===== config.mk =====
export PLATFORM = sky130hd
export DESIGN_NAME = backup_manifest_stream_parser_top_flat
export DESIGN_NICKNAME = d
export VERILOG_FILES = /design/src/bmsp_pkg.sv /design/src/bmsp_in_if.sv /design/src/bmsp_out_if.sv /design/src/bmsp_core.sv /design/src/bmsp_res_fifo.sv /design/src/backup_manifest_stream_parser_top.sv /design/src/flat_wrapper.sv
export SDC_FILE = /design/constraint.sdc
export NUM_CORES = 1
export LEC_CHECK = 0
export ABC_AREA = 0
export BUFFER_PORTS_ARGS = -buffer_cell sky130_fd_sc_hd__buf_2
export CAP_MARGIN = 5
export CORE_MARGIN = 5
export CORE_UTILIZATION = 45
export DETAILED_ROUTE_END_ITERATION = 10
export SLEW_MARGIN = 20
export SYNTH_ARGS = -nofsm -noshare
export SYNTH_HDL_FRONTEND = slang
export SYNTH_SLANG_ARGS = --single-unit

===== constraint.sdc =====
create_clock -name clk -period 11.7 [get_ports clk]
set_input_delay 0.585 -clock clk [delete_from_list [all_inputs] [get_ports clk]]
set_output_delay 0.585 -clock clk [all_outputs]
set_load 0.01 [all_outputs]

===== src/bmsp_pkg.sv =====
package bmsp_pkg;

	// Width of the saturating record counter.
	localparam int RECORD_COUNT_BITS = 32;

	// Result queue geometry.
	localparam int RES_DEPTH = 4;
	localparam int RES_PTR_W = $clog2(RES_DEPTH);
	localparam int RES_CNT_W = $clog2(RES_DEPTH + 1);

	// Parser phases.
	typedef enum logic [2:0] {
		PH_HDR,
		PH_LEN,
		PH_STR,
		PH_NUM,
		PH_ERR
	} phase_t;

	// Event codes on the result channel.
	localparam logic [2:0] EV_STR_LEN  = 3'd0;
	localparam logic [2:0] EV_STR_BYTE = 3'd1;
	localparam logic [2:0] EV_NUM      = 3'd2;
	localparam logic [2:0] EV_REC      = 3'd3;
	localparam logic [2:0] EV_STATUS   = 3'd4;

	// Field identifiers.
	localparam logic [4:0] FLD_DOMAIN    = 5'd0;
	localparam logic [4:0] FLD_PATH      = 5'd1;
	localparam logic [4:0] FLD_TARGET    = 5'd2;
	localparam logic [4:0] FLD_HASH      = 5'd3;
	localparam logic [4:0] FLD_UNKNOWN   = 5'd4;
	localparam logic [4:0] FLD_MODE      = 5'd5;
	localparam logic [4:0] FLD_INODE     = 5'd6;
	localparam logic [4:0] FLD_SIZE      = 5'd12;
	localparam logic [4:0] FLD_FLAG      = 5'd13;
	localparam logic [4:0] FLD_PROPCOUNT = 5'd14;
	localparam logic [4:0] FLD_PROPNAME  = 5'd15;
	localparam logic [4:0] FLD_PROPVALUE = 5'd16;
	localparam logic [4:0] FLD_VERSION   = 5'd17;
	localparam logic [4:0] FLD_SKIP      = 5'd18;

	// Stream status codes.
	localparam logic [1:0] ST_OK    = 2'd0;
	localparam logic [1:0] ST_HDR   = 2'd1;
	localparam logic [1:0] ST_VER   = 2'd2;
	localparam logic [1:0] ST_NOREC = 2'd3;

	// Header layout and markers.
	localparam logic [2:0]  HDR_VER_POS  = 3'd4;
	localparam logic [2:0]  HDR_LAST_POS = 3'd5;
	localparam logic [7:0]  VERSION_A    = 8'h01;
	localparam logic [7:0]  VERSION_B    = 8'h05;
	localparam logic [7:0]  HDR_PAD      = 8'h00;
	localparam logic [15:0] ABSENT_LEN   = 16'hFFFF;

	// One result transaction.
	typedef struct packed {
		logic [2:0]  event_res;
		logic [4:0]  field;
		logic [63:0] value;
		logic        absent;
		logic [1:0]  status;
		logic        tail_dropped;
		logic [31:0] record_count;
		logic        last;
	} result_t;

	// Up to two results written into the queue in one cycle.
	typedef struct packed {
		logic    w0;
		logic    w1;
		result_t r0;
		result_t r1;
	} res_push_t;

	// Phase and byte count with which a field begins.
	typedef struct packed {
		phase_t      phase;
		logic [15:0] count;
	} fstart_t;

	// Expected text of the first four header bytes.
	function automatic logic [7:0] magic_byte(input logic [1:0] pos);
		logic [7:0] b;
		begin
			case (pos)
				2'd0: b = 8'h6D;
				2'd1: b = 8'h62;
				2'd2: b = 8'h64;
				2'd3: b = 8'h62;
				default: b = 8'h62;
			endcase
			return b;
		end
	endfunction

	// Strings open with a two-byte length; numbers have a fixed size.
	function automatic fstart_t field_start(input logic [4:0] id);
		fstart_t fs;
		begin
			if (id inside {[FLD_DOMAIN:FLD_UNKNOWN], FLD_PROPNAME, FLD_PROPVALUE}) begin
				fs.phase = PH_LEN;
				fs.count = 16'd2;
			end else begin
				fs.phase = PH_NUM;
				if (id == FLD_MODE) fs.count = 16'd2;
				else if (id == FLD_SIZE) fs.count = 16'd8;
				else if (id == FLD_FLAG || id == FLD_PROPCOUNT) fs.count = 16'd1;
				else fs.count = 16'd4;
			end
			return fs;
		end
	endfunction

endpackage


===== src/bmsp_in_if.sv =====
interface bmsp_in_if;
	logic       valid;
	logic       ready;
	logic       req_type;
	logic [7:0] data_byte;

	modport source (output valid, output req_type, output data_byte, input ready);
	modport sink (input valid, input req_type, input data_byte, output ready);
endinterface


===== src/bmsp_out_if.sv =====
interface bmsp_out_if;
	logic        valid;
	logic        ready;
	logic [2:0]  event_res;
	logic [4:0]  field;
	logic [63:0] value;
	logic        absent;
	logic [1:0]  status;
	logic        tail_dropped;
	logic [31:0] record_count;
	logic        last;

	modport source (output valid, output event_res, output field, output value,
		output absent, output status, output tail_dropped, output record_count,
		output last, input ready);
	modport sink (input valid, input event_res, input field, input value,
		input absent, input status, input tail_dropped, input record_count,
		input last, output ready);
endinterface


===== src/bmsp_core.sv =====
module bmsp_core (
	input  logic                  clk,
	input  logic                  arst_n,
	bmsp_in_if.sink               req_ch,
	input  logic                  space_ok,
	output bmsp_pkg::res_push_t   push
);
	import bmsp_pkg::*;

	logic                         valid_s1;
	logic                         req_type_s1;
	logic [7:0]                   data_byte_s1;
	logic                         s1_fire;

	phase_t                       phase_q, phase_n;
	logic [2:0]                   hdr_pos_q, hdr_pos_n;
	logic [4:0]                   fld_q, fld_n;
	logic [15:0]                  rem_q, rem_n;
	logic [63:0]                  acc_q, acc_n;
	logic [7:0]                   props_q, props_n;
	logic                         inrec_q, inrec_n;
	logic [1:0]                   err_q, err_n;
	logic [RECORD_COUNT_BITS-1:0] cnt_q, cnt_n;

	logic                         do_adv;
	logic                         do_fin;
	logic                         do_start;
	logic [4:0]                   start_id;
	logic [15:0]                  len;
	logic                         len_absent;
	logic [7:0]                   props_dec;
	fstart_t                      fs;
	result_t                      r_main;
	result_t                      r_rec;

	// The input register moves on whenever the queue has room for two results.
	assign s1_fire      = valid_s1 && space_ok;
	assign req_ch.ready = !valid_s1 || s1_fire;

	always_ff @(posedge clk or negedge arst_n) begin
		if (!arst_n) begin
			valid_s1 <= 1'b0;
		end else if (req_ch.ready) begin
			valid_s1 <= req_ch.valid;
		end
	end

	always_ff @(posedge clk) begin
		if (req_ch.ready && req_ch.valid) begin
			req_type_s1  <= req_ch.req_type;
			data_byte_s1 <= req_ch.data_byte;
		end
	end

	// Parser state.
	always_ff @(posedge clk or negedge arst_n) begin
		if (!arst_n) begin
			phase_q   <= PH_HDR;
			hdr_pos_q <= '0;
			fld_q     <= '0;
			rem_q     <= '0;
			acc_q     <= '0;
			props_q   <= '0;
			inrec_q   <= 1'b0;
			err_q     <= ST_OK;
			cnt_q     <= '0;
		end else begin
			phase_q   <= phase_n;
			hdr_pos_q <= hdr_pos_n;
			fld_q     <= fld_n;
			rem_q     <= rem_n;
			acc_q     <= acc_n;
			props_q   <= props_n;
			inrec_q   <= inrec_n;
			err_q     <= err_n;
			cnt_q     <= cnt_n;
		end
	end

	assign len        = {acc_q[7:0], data_byte_s1};
	assign len_absent = (fld_q >= FLD_TARGET) && (fld_q <= FLD_UNKNOWN) && (len == ABSENT_LEN);
	assign fs         = field_start(start_id);

	// Per-byte parse: at most one field result and one record-complete result.
	always_comb begin
		phase_n   = phase_q;
		hdr_pos_n = hdr_pos_q;
		fld_n     = fld_q;
		rem_n     = rem_q;
		acc_n     = acc_q;
		props_n   = props_q;
		inrec_n   = inrec_q;
		err_n     = err_q;
		cnt_n     = cnt_q;
		do_adv    = 1'b0;
		do_fin    = 1'b0;
		do_start  = 1'b0;
		start_id  = FLD_DOMAIN;
		props_dec = props_q - 8'd1;
		r_main    = '0;
		r_main.record_count = 32'(cnt_q);
		r_rec     = '0;
		push      = '0;

		if (s1_fire) begin
			if (req_type_s1) begin
				// End of stream: report and return to the reset state.
				push.w0 = 1'b1;
				r_main.event_res = EV_STATUS;
				r_main.tail_dropped = (phase_q == PH_LEN || phase_q == PH_STR ||
					phase_q == PH_NUM) ? inrec_q : 1'b0;
				if (err_q != ST_OK) r_main.status = err_q;
				else if (phase_q == PH_HDR) r_main.status = ST_HDR;
				else if (cnt_q == '0) r_main.status = ST_NOREC;
				else r_main.status = ST_OK;
				phase_n   = PH_HDR;
				hdr_pos_n = '0;
				fld_n     = '0;
				rem_n     = '0;
				acc_n     = '0;
				props_n   = '0;
				inrec_n   = 1'b0;
				err_n     = ST_OK;
				cnt_n     = '0;
			end else begin
				case (phase_q)
					PH_HDR: begin
						if (hdr_pos_q < HDR_VER_POS) begin
							if (data_byte_s1 != magic_byte(hdr_pos_q[1:0])) err_n = ST_HDR;
						end else if (hdr_pos_q == HDR_VER_POS) begin
							acc_n = 64'(data_byte_s1);
							if (data_byte_s1 != VERSION_A && data_byte_s1 != VERSION_B &&
								err_q == ST_OK) err_n = ST_VER;
						end else begin
							if (data_byte_s1 != HDR_PAD) err_n = ST_HDR;
						end
						hdr_pos_n = hdr_pos_q + 3'd1;
						if (hdr_pos_q >= HDR_LAST_POS) begin
							if (err_n != ST_OK) begin
								phase_n = PH_ERR;
							end else begin
								push.w0 = 1'b1;
								r_main.event_res = EV_NUM;
								r_main.field = FLD_VERSION;
								r_main.value = acc_q;
								do_start = 1'b1;
								start_id = FLD_DOMAIN;
							end
						end
					end
					PH_LEN: begin
						inrec_n = 1'b1;
						acc_n = 64'(len);
						rem_n = rem_q - 16'd1;
						if (rem_q == 16'd1) begin
							push.w0 = 1'b1;
							r_main.event_res = EV_STR_LEN;
							r_main.field = fld_q;
							r_main.value = len_absent ? 64'd0 : 64'(len);
							r_main.absent = len_absent;
							if (len == 16'd0 || len_absent) begin
								do_adv = 1'b1;
							end else begin
								phase_n = PH_STR;
								rem_n = len;
							end
						end
					end
					PH_STR: begin
						inrec_n = 1'b1;
						push.w0 = 1'b1;
						r_main.event_res = EV_STR_BYTE;
						r_main.field = fld_q;
						r_main.value = 64'(data_byte_s1);
						rem_n = rem_q - 16'd1;
						if (rem_q == 16'd1) do_adv = 1'b1;
					end
					PH_NUM: begin
						inrec_n = 1'b1;
						acc_n = {acc_q[55:0], data_byte_s1};
						rem_n = rem_q - 16'd1;
						if (rem_q == 16'd1) begin
							if (fld_q != FLD_SKIP) begin
								push.w0 = 1'b1;
								r_main.event_res = EV_NUM;
								r_main.field = fld_q;
								r_main.value = acc_n;
							end
							if (fld_q == FLD_PROPCOUNT) props_n = data_byte_s1;
							do_adv = 1'b1;
						end
					end
					default: begin
						// Header error: bytes are dropped until end of stream.
					end
				endcase

				// Step to the next field of the record.
				if (do_adv) begin
					do_start = 1'b1;
					case (fld_q)
						FLD_UNKNOWN: start_id = FLD_MODE;
						FLD_MODE:    start_id = FLD_SKIP;
						FLD_SKIP:    start_id = FLD_INODE;
						FLD_PROPCOUNT: begin
							if (props_n == 8'd0) do_fin = 1'b1;
							else start_id = FLD_PROPNAME;
						end
						FLD_PROPNAME: start_id = FLD_PROPVALUE;
						FLD_PROPVALUE: begin
							props_n = props_dec;
							if (props_dec == 8'd0) do_fin = 1'b1;
							else start_id = FLD_PROPNAME;
						end
						default: begin
							start_id = (fld_q + 5'd1 <= FLD_PROPCOUNT) ? fld_q + 5'd1 : FLD_DOMAIN;
						end
					endcase
				end

				// Record complete: count it and restart at the domain string.
				if (do_fin) begin
					if (cnt_q != '1) cnt_n = cnt_q + 1'b1;
					inrec_n = 1'b0;
					props_n = '0;
					start_id = FLD_DOMAIN;
					r_rec.event_res = EV_REC;
					r_rec.record_count = 32'(cnt_n);
				end

				if (do_start) begin
					fld_n   = start_id;
					acc_n   = '0;
					phase_n = fs.phase;
					rem_n   = fs.count;
				end
			end

			// Place the record-complete result behind any field result.
			if (do_fin) begin
				if (push.w0) begin
					push.w1 = 1'b1;
					r_rec.last = 1'b1;
				end else begin
					push.w0 = 1'b1;
					r_rec.last = 1'b1;
				end
			end else begin
				r_main.last = 1'b1;
			end
		end

		push.r0 = (do_fin && !(push.w1)) ? r_rec : r_main;
		push.r1 = r_rec;
	end

	// A second result in one cycle is always the record-complete event.
	assert property (@(posedge clk) disable iff (!arst_n)
		push.w1 |-> (push.w0 && push.r1.event_res == EV_REC && push.r1.last))
		else $error("second result is not a closing record-complete event");

	// Results are produced only from a byte taken out of the input register.
	assert property (@(posedge clk) disable iff (!arst_n)
		push.w0 |-> s1_fire)
		else $error("result produced without a parsed transaction");

	// End of stream rearms the parser and clears the count.
	assert property (@(posedge clk) disable iff (!arst_n)
		(s1_fire && req_type_s1) |=> (phase_q == PH_HDR && cnt_q == '0 && err_q == ST_OK))
		else $error("parser not rearmed after end of stream");

endmodule


===== src/bmsp_res_fifo.sv =====
module bmsp_res_fifo (
	input  logic                clk,
	input  logic                arst_n,
	input  bmsp_pkg::res_push_t push,
	output logic                space_ok,
	bmsp_out_if.source          res_ch
);
	import bmsp_pkg::*;

	result_t              mem [RES_DEPTH];
	logic [RES_PTR_W-1:0] wr_q;
	logic [RES_PTR_W-1:0] rd_q;
	logic [RES_CNT_W-1:0] count_q;
	logic                 pop;
	result_t              head;

	assign space_ok = (count_q <= RES_CNT_W'(RES_DEPTH - 2));
	assign pop      = res_ch.valid && res_ch.ready;
	assign head     = mem[rd_q];

	// Pointers and fill level.
	always_ff @(posedge clk or negedge arst_n) begin
		if (!arst_n) begin
			wr_q    <= '0;
			rd_q    <= '0;
			count_q <= '0;
		end else begin
			wr_q    <= wr_q + RES_PTR_W'(push.w0) + RES_PTR_W'(push.w1);
			rd_q    <= rd_q + RES_PTR_W'(pop);
			count_q <= count_q + RES_CNT_W'(push.w0) + RES_CNT_W'(push.w1) - RES_CNT_W'(pop);
		end
	end

	// Result storage; the second result goes one slot behind the first.
	always_ff @(posedge clk) begin
		if (push.w0) mem[wr_q] <= push.r0;
		if (push.w1) mem[wr_q + RES_PTR_W'(1)] <= push.r1;
	end

	assign res_ch.valid        = (count_q != '0);
	assign res_ch.event_res    = head.event_res;
	assign res_ch.field        = head.field;
	assign res_ch.value        = head.value;
	assign res_ch.absent       = head.absent;
	assign res_ch.status       = head.status;
	assign res_ch.tail_dropped = head.tail_dropped;
	assign res_ch.record_count = head.record_count;
	assign res_ch.last         = head.last;

	// The queue never overfills.
	assert property (@(posedge clk) disable iff (!arst_n)
		count_q <= RES_CNT_W'(RES_DEPTH))
		else $error("result queue overflow");

	// Writes arrive only when two slots are free.
	assert property (@(posedge clk) disable iff (!arst_n)
		push.w0 |-> space_ok)
		else $error("result written into a queue without room");

endmodule


===== src/backup_manifest_stream_parser_top.sv =====
// Byte-serial parser for a backup manifest stream.
// The request channel carries one transaction per byte: req_type low with the
// next file byte in data_byte, or req_type high to mark the end of the stream.
// The result channel carries tagged events: string lengths,
// string bytes, numeric fields, record-complete events and the stream status.
// A byte yields zero, one or two events; last marks the final one of each byte.
// A byte taken is held in the input register, parsed from there, and its events
// are written into the result queue, from which the receiver takes them.
// Throughput: one byte per cycle while the queue keeps room for two events; a
// byte that closes a record produces two events. The rate is set by the single
// result port behind a four-entry result queue.
// Reset empties the input register and the queue and puts the parser back in
// its header phase with a zero record count; an end-of-stream transaction does
// the same to the parser after its status event.
// When the receiver stalls the queue fills, and request ready falls once
// fewer than two free entries remain; nothing is lost or reordered.
module backup_manifest_stream_parser_top (
	input logic        clk,
	input logic        arst_n,
	bmsp_in_if.sink    req_ch,
	bmsp_out_if.source res_ch
);
	import bmsp_pkg::*;

	res_push_t push;
	logic      space_ok;

	// Parser with its input register and state.
	bmsp_core u_core (
		.clk      (clk),
		.arst_n   (arst_n),
		.req_ch   (req_ch),
		.space_ok (space_ok),
		.push     (push)
	);

	// Result queue towards the receiver.
	bmsp_res_fifo u_res_fifo (
		.clk      (clk),
		.arst_n   (arst_n),
		.push     (push),
		.space_ok (space_ok),
		.res_ch   (res_ch)
	);

endmodule

===== src/flat_wrapper.sv =====
// flat-port wrapper written by rule: the top's interface ports become plain ports
module backup_manifest_stream_parser_top_flat import bmsp_pkg::*;
  (clk, arst_n, req_ch_valid, req_ch_req_type, req_ch_data_byte, req_ch_ready, res_ch_valid, res_ch_event_res, res_ch_field, res_ch_value, res_ch_absent, res_ch_status, res_ch_tail_dropped, res_ch_record_count, res_ch_last, res_ch_ready);
  bmsp_in_if req_ch_i ();
  bmsp_out_if res_ch_i ();
  input logic clk;
  input logic arst_n;
  input wire logic [$bits(req_ch_i.valid)-1:0] req_ch_valid;
  input wire logic [$bits(req_ch_i.req_type)-1:0] req_ch_req_type;
  input wire logic [$bits(req_ch_i.data_byte)-1:0] req_ch_data_byte;
  output wire logic [$bits(req_ch_i.ready)-1:0] req_ch_ready;
  output wire logic [$bits(res_ch_i.valid)-1:0] res_ch_valid;
  output wire logic [$bits(res_ch_i.event_res)-1:0] res_ch_event_res;
  output wire logic [$bits(res_ch_i.field)-1:0] res_ch_field;
  output wire logic [$bits(res_ch_i.value)-1:0] res_ch_value;
  output wire logic [$bits(res_ch_i.absent)-1:0] res_ch_absent;
  output wire logic [$bits(res_ch_i.status)-1:0] res_ch_status;
  output wire logic [$bits(res_ch_i.tail_dropped)-1:0] res_ch_tail_dropped;
  output wire logic [$bits(res_ch_i.record_count)-1:0] res_ch_record_count;
  output wire logic [$bits(res_ch_i.last)-1:0] res_ch_last;
  input wire logic [$bits(res_ch_i.ready)-1:0] res_ch_ready;
  assign req_ch_i.valid = req_ch_valid;
  assign req_ch_i.req_type = req_ch_req_type;
  assign req_ch_i.data_byte = req_ch_data_byte;
  assign req_ch_ready = req_ch_i.ready;
  assign res_ch_valid = res_ch_i.valid;
  assign res_ch_event_res = res_ch_i.event_res;
  assign res_ch_field = res_ch_i.field;
  assign res_ch_value = res_ch_i.value;
  assign res_ch_absent = res_ch_i.absent;
  assign res_ch_status = res_ch_i.status;
  assign res_ch_tail_dropped = res_ch_i.tail_dropped;
  assign res_ch_record_count = res_ch_i.record_count;
  assign res_ch_last = res_ch_i.last;
  assign res_ch_i.ready = res_ch_ready;
  backup_manifest_stream_parser_top u_core (.clk(clk), .arst_n(arst_n), .req_ch(req_ch_i), .res_ch(res_ch_i));
endmodule

==> flow_summary.ini <==
[clock_tree]
cts.repair.resized = 0
numCtsBuffers = 67
clk_pin_slew_worst_paths_ns = 0.06
ctsHtreeMaxLevel = 3
cts_tree = done
clockBufferDepth = 3
cts.sinks = 587
postCtsHoldBufs = 0
post_cts_buffers = 0
clk_latency_ns = 0.62
root_buffer = clkbuf_16

[synthesis]
synthCells = 2928
synth_async_sr_flop_share_pct = 24.2
synth_top_area_share_pct = 20.8
synth-main-ff-cell = dfxtp_1
synth_area_leader_cell = dfxtp_1
ys_seq_area_share_pct = 49.0
synthDistinctLibCells = 88
syn-num-nets = 2962
ys_warn_count = 0
avgSynthCellArea_um2 = 9.73
syn_area_mm2 = 0.0285
ys_ff_latch = 587
yosys-top-cells-area = dfxtp_1 (21%), edfxtp_1 (16%), dfrtp_1 (12%)
synth_edf_count = 149

[setup_path]
worstSetupEndpointType = flip-flop
critPathMaxStageDelay_ns = 0.69
critPathKind = reg -> reg
critical_path_arrival_ns = 5.63
cp_max_fo = 73
cp_common_cell = buf_4
cp.buffers_inverters = 3
cp_top_family = simple AND/OR/NAND/NOR gates
cp_slowest_cell = buf_4
crit_required_ns = 11.93
startpoint_type = flip-flop
worstPathCellList = nor3_2, o311ai_0, nor4b_4, buf_4, a21oi_2, o211ai_4, nand3_4, and2_1, inv_1, buf_4

[timing]
hold_viol = 0
fin_crit_sh_pct = 46.1
max_freq_ghz = 0.185
rsz0062_at_grt = false
max_slew_margin_pct = 17.4
setup_viol = 0
setup_tns_ns = 0
fin_crit_ns = 5.39
worst_pin_slew_ns = 1.24
fin_skew_ns = 0.0276
slew_violations = 0

[run]
cap_viol_max_count = 0

[cells_and_area]
area_delta_synth_final_pct = 11.7
drive_gt1_share_pct = 15.7
nets = 2933
antennaDiodeCount = 0
fin_cells = 3800

[placed_design]
placed_cells = 3676
dp.final_hpwl_um = 54900
port_buffers = 123
place.gp.congestion = 0.883

[drt]
drt_wl_total_um = 89600
drtAntennaViolNets = 0
via_count = 24000
drt_iter0_drc = 2592
drc = 0
wl_per_cell_um = 23.6
viasPerCell = 6.31
dr.pass1.iters = 7

[outcome]
outcome = finished clean

[global_route]
grt_first_pass_wirelength_um = 138000
antenna_found_initial = 4
grt_pass1_vias = 23100
grt_max_degree = 103
grt_use_total_pct = 25.6
grt-ovfl-total = 0

[die]
die_w_um = 262
initial_utilization_pct = 45.3
rows = 92
die_area_mm2 = 0.0684
coreArea_mm2 = 0.0629
num_io_pins = 124
die_h_um = 262

[power_and_ir_drop]
max-vdd-ir-drop_uv = 136
p_leak_nw = 11.8
power_density_mw_per_mm2 = 192

[worst_hold_path]
hp-class = in -> async
-- path summary, 6_finish.rpt --
kind / depth (start not counted) / slack [ns] / startpoint / end
setup reg to reg: 10 / 6.31 / u_core.u_core.phase_q[2]$_DFFE_PN0P_ / u_core.u_res_fifo.mem[1][5]$_DFFE_PP_
min in group clk: 1 / 0.15 / req_ch_data_byte[6] / u_core.u_core.data_byte_s1[6]$_DFFE_PP_
setup / recovery: 10 / 6.31 / u_core.u_core.phase_q[2]$_DFFE_PN0P_ / u_core.u_res_fifo.mem[1][5]$_DFFE_PP_
hold reg to reg: 2 / 0.46 / u_core.u_res_fifo.mem[3][87]$_SDFFE_PP0P_ / u_core.u_res_fifo.mem[3][87]$_SDFFE_PP0P_
max in group asynchronous: 2 / 10.13 / arst_n / u_core.u_core.err_q[0]$_DFFE_PN0P_
hold / removal: 1 / 0.03 / arst_n / u_core.u_core.rem_q[11]$_DFFE_PN0P_
-- flip-flops by register name, indices dropped and copies added, names as in the netlist --
name and count:
u_core.u_res_fifo.mem 436, u_core.u_core.acc_q 64, u_core.u_core.cnt_q 32, u_core.u_core.rem_q 16
u_core.u_core.data_byte_s1 8, u_core.u_core.props_q 8, u_core.u_core.fld_q 5, u_core.u_core.hdr_pos_q 3
u_core.u_core.phase_q 3, u_core.u_res_fifo.count_q 3, u_core.u_core.err_q 2, u_core.u_res_fifo.rd_q 2
u_core.u_res_fifo.wr_q 2, u_core.u_core.inrec_q 1, u_core.u_core.req_type_s1 1, u_core.u_core.valid_s1 1
-- cell families after synthesis --
family / count (synthesis) / synth area share, %
adder cells (fa/ha/maj): 21 / 1.00
AND/OR/NAND/NOR: 1082 / 18.4
flip-flops: 587 / 49.0
XOR/XNOR: 12 / 0.369
multiplexers: 116 / 8.88
AO/OA/AOI/OAI: 810 / 18.1
buffers and inverters: 300 / 4.24
-- metrics by stage --
stage	hold WS [ns]	util [%]	area [um^2]	setup slack [ns]	total power [mW]
CTS	0.0476	50.6	31800	6.25	6.12
finish	0.0253	50.6	31800	6.31	6.09
detailed placement	0.446	47.1	29600	6.28	4.03
global placement	0.443	47.1	29600	6.42	4.01
floorplan	0.289	-	28500	7.88	3.44
global route	0.0820	50.6	31800	5.96	6.34
-- cell usage after synthesis, types with 19 or more instances --
| master | instances |
|---|---|
| nand2b_1 | 19 |
| nor2_1 | 142 |
| o31ai_1 | 20 |
| buf_1 | 25 |
| dfxtp_1 | 296 |
| mux4_2 | 109 |
| dfrtp_1 | 142 |
| nor3_1 | 48 |
| nand3_1 | 402 |
| a21o_1 | 40 |
| a221o_1 | 24 |
| nand4_1 | 23 |
| buf_2 | 53 |
| a21oi_1 | 121 |
| o21ai_0 | 340 |
| clkbuf_1 | 187 |
| edfxtp_1 | 149 |
| nand2_1 | 303 |
| a311oi_2 | 20 |
| nor4_1 | 26 |
| and3_1 | 21 |
| inv_1 | 32 |
| a22o_1 | 68 |
| o21ai_1 | 76 |
-- area by class of cell --
type,instances,area [um^2]
inverter,32,120
timing repair buffer,170,975
fill,5737,31100
clock buffer,93,1920
tap,846,1060
clock inverter,31,292
multi-input combinational,2041,13500
sequential,587,14000
-- routing by layer --
metal / GRT usage, % / vias up / wire (um)
li1: - / 10900 / -
met4: 7.26 / 2 / 2300
met2: 40.3 / 995 / 41500
met5: 0 / - / 7
met3: 4.61 / 156 / 7050
met1: 36.6 / 11900 / 38700
-- placed cells by master, fill, tap and decap left out, types with 8 or more instances in the layout --
cell	n
dfrtp_1	140
nand3_1	398
or3_1	16
and2_1	14
a21o_1	40
buf_2	122
o22ai_1	16
a21oi_1	121
o211ai_1	9
a211oi_1	10
clkinv_2	18
edfxtp_1	149
and3_1	21
a22o_1	68
a221o_1	24
clkbuf_16	69
clkbuf_1	14
mux4_2	109
nor3b_1	8
o21ai_1	75
a31oi_1	9
o31ai_1	20
dfxtp_1	296
nor4_1	25
inv_1	32
nor2_1	141
o21ai_0	340
a311oi_2	20
ha_1	18
nor3_1	45
buf_4	47
nand4_1	23
clkbuf_8	10
nand2b_1	18
and4_1	11
nand2_1	299
-- power breakdown --
part | total, mW | switching, mW | leakage, nW | internal, mW
clock network | 2.10 | 0.889 | 1.10 | 1.21
logic | 1.61 | 1.08 | 4.95 | 0.525
registers | 2.38 | 0.168 | 5.71 | 2.22
total | 6.09 | 2.14 | 11.8 | 3.95
Power figures use the tool's default switching activity.
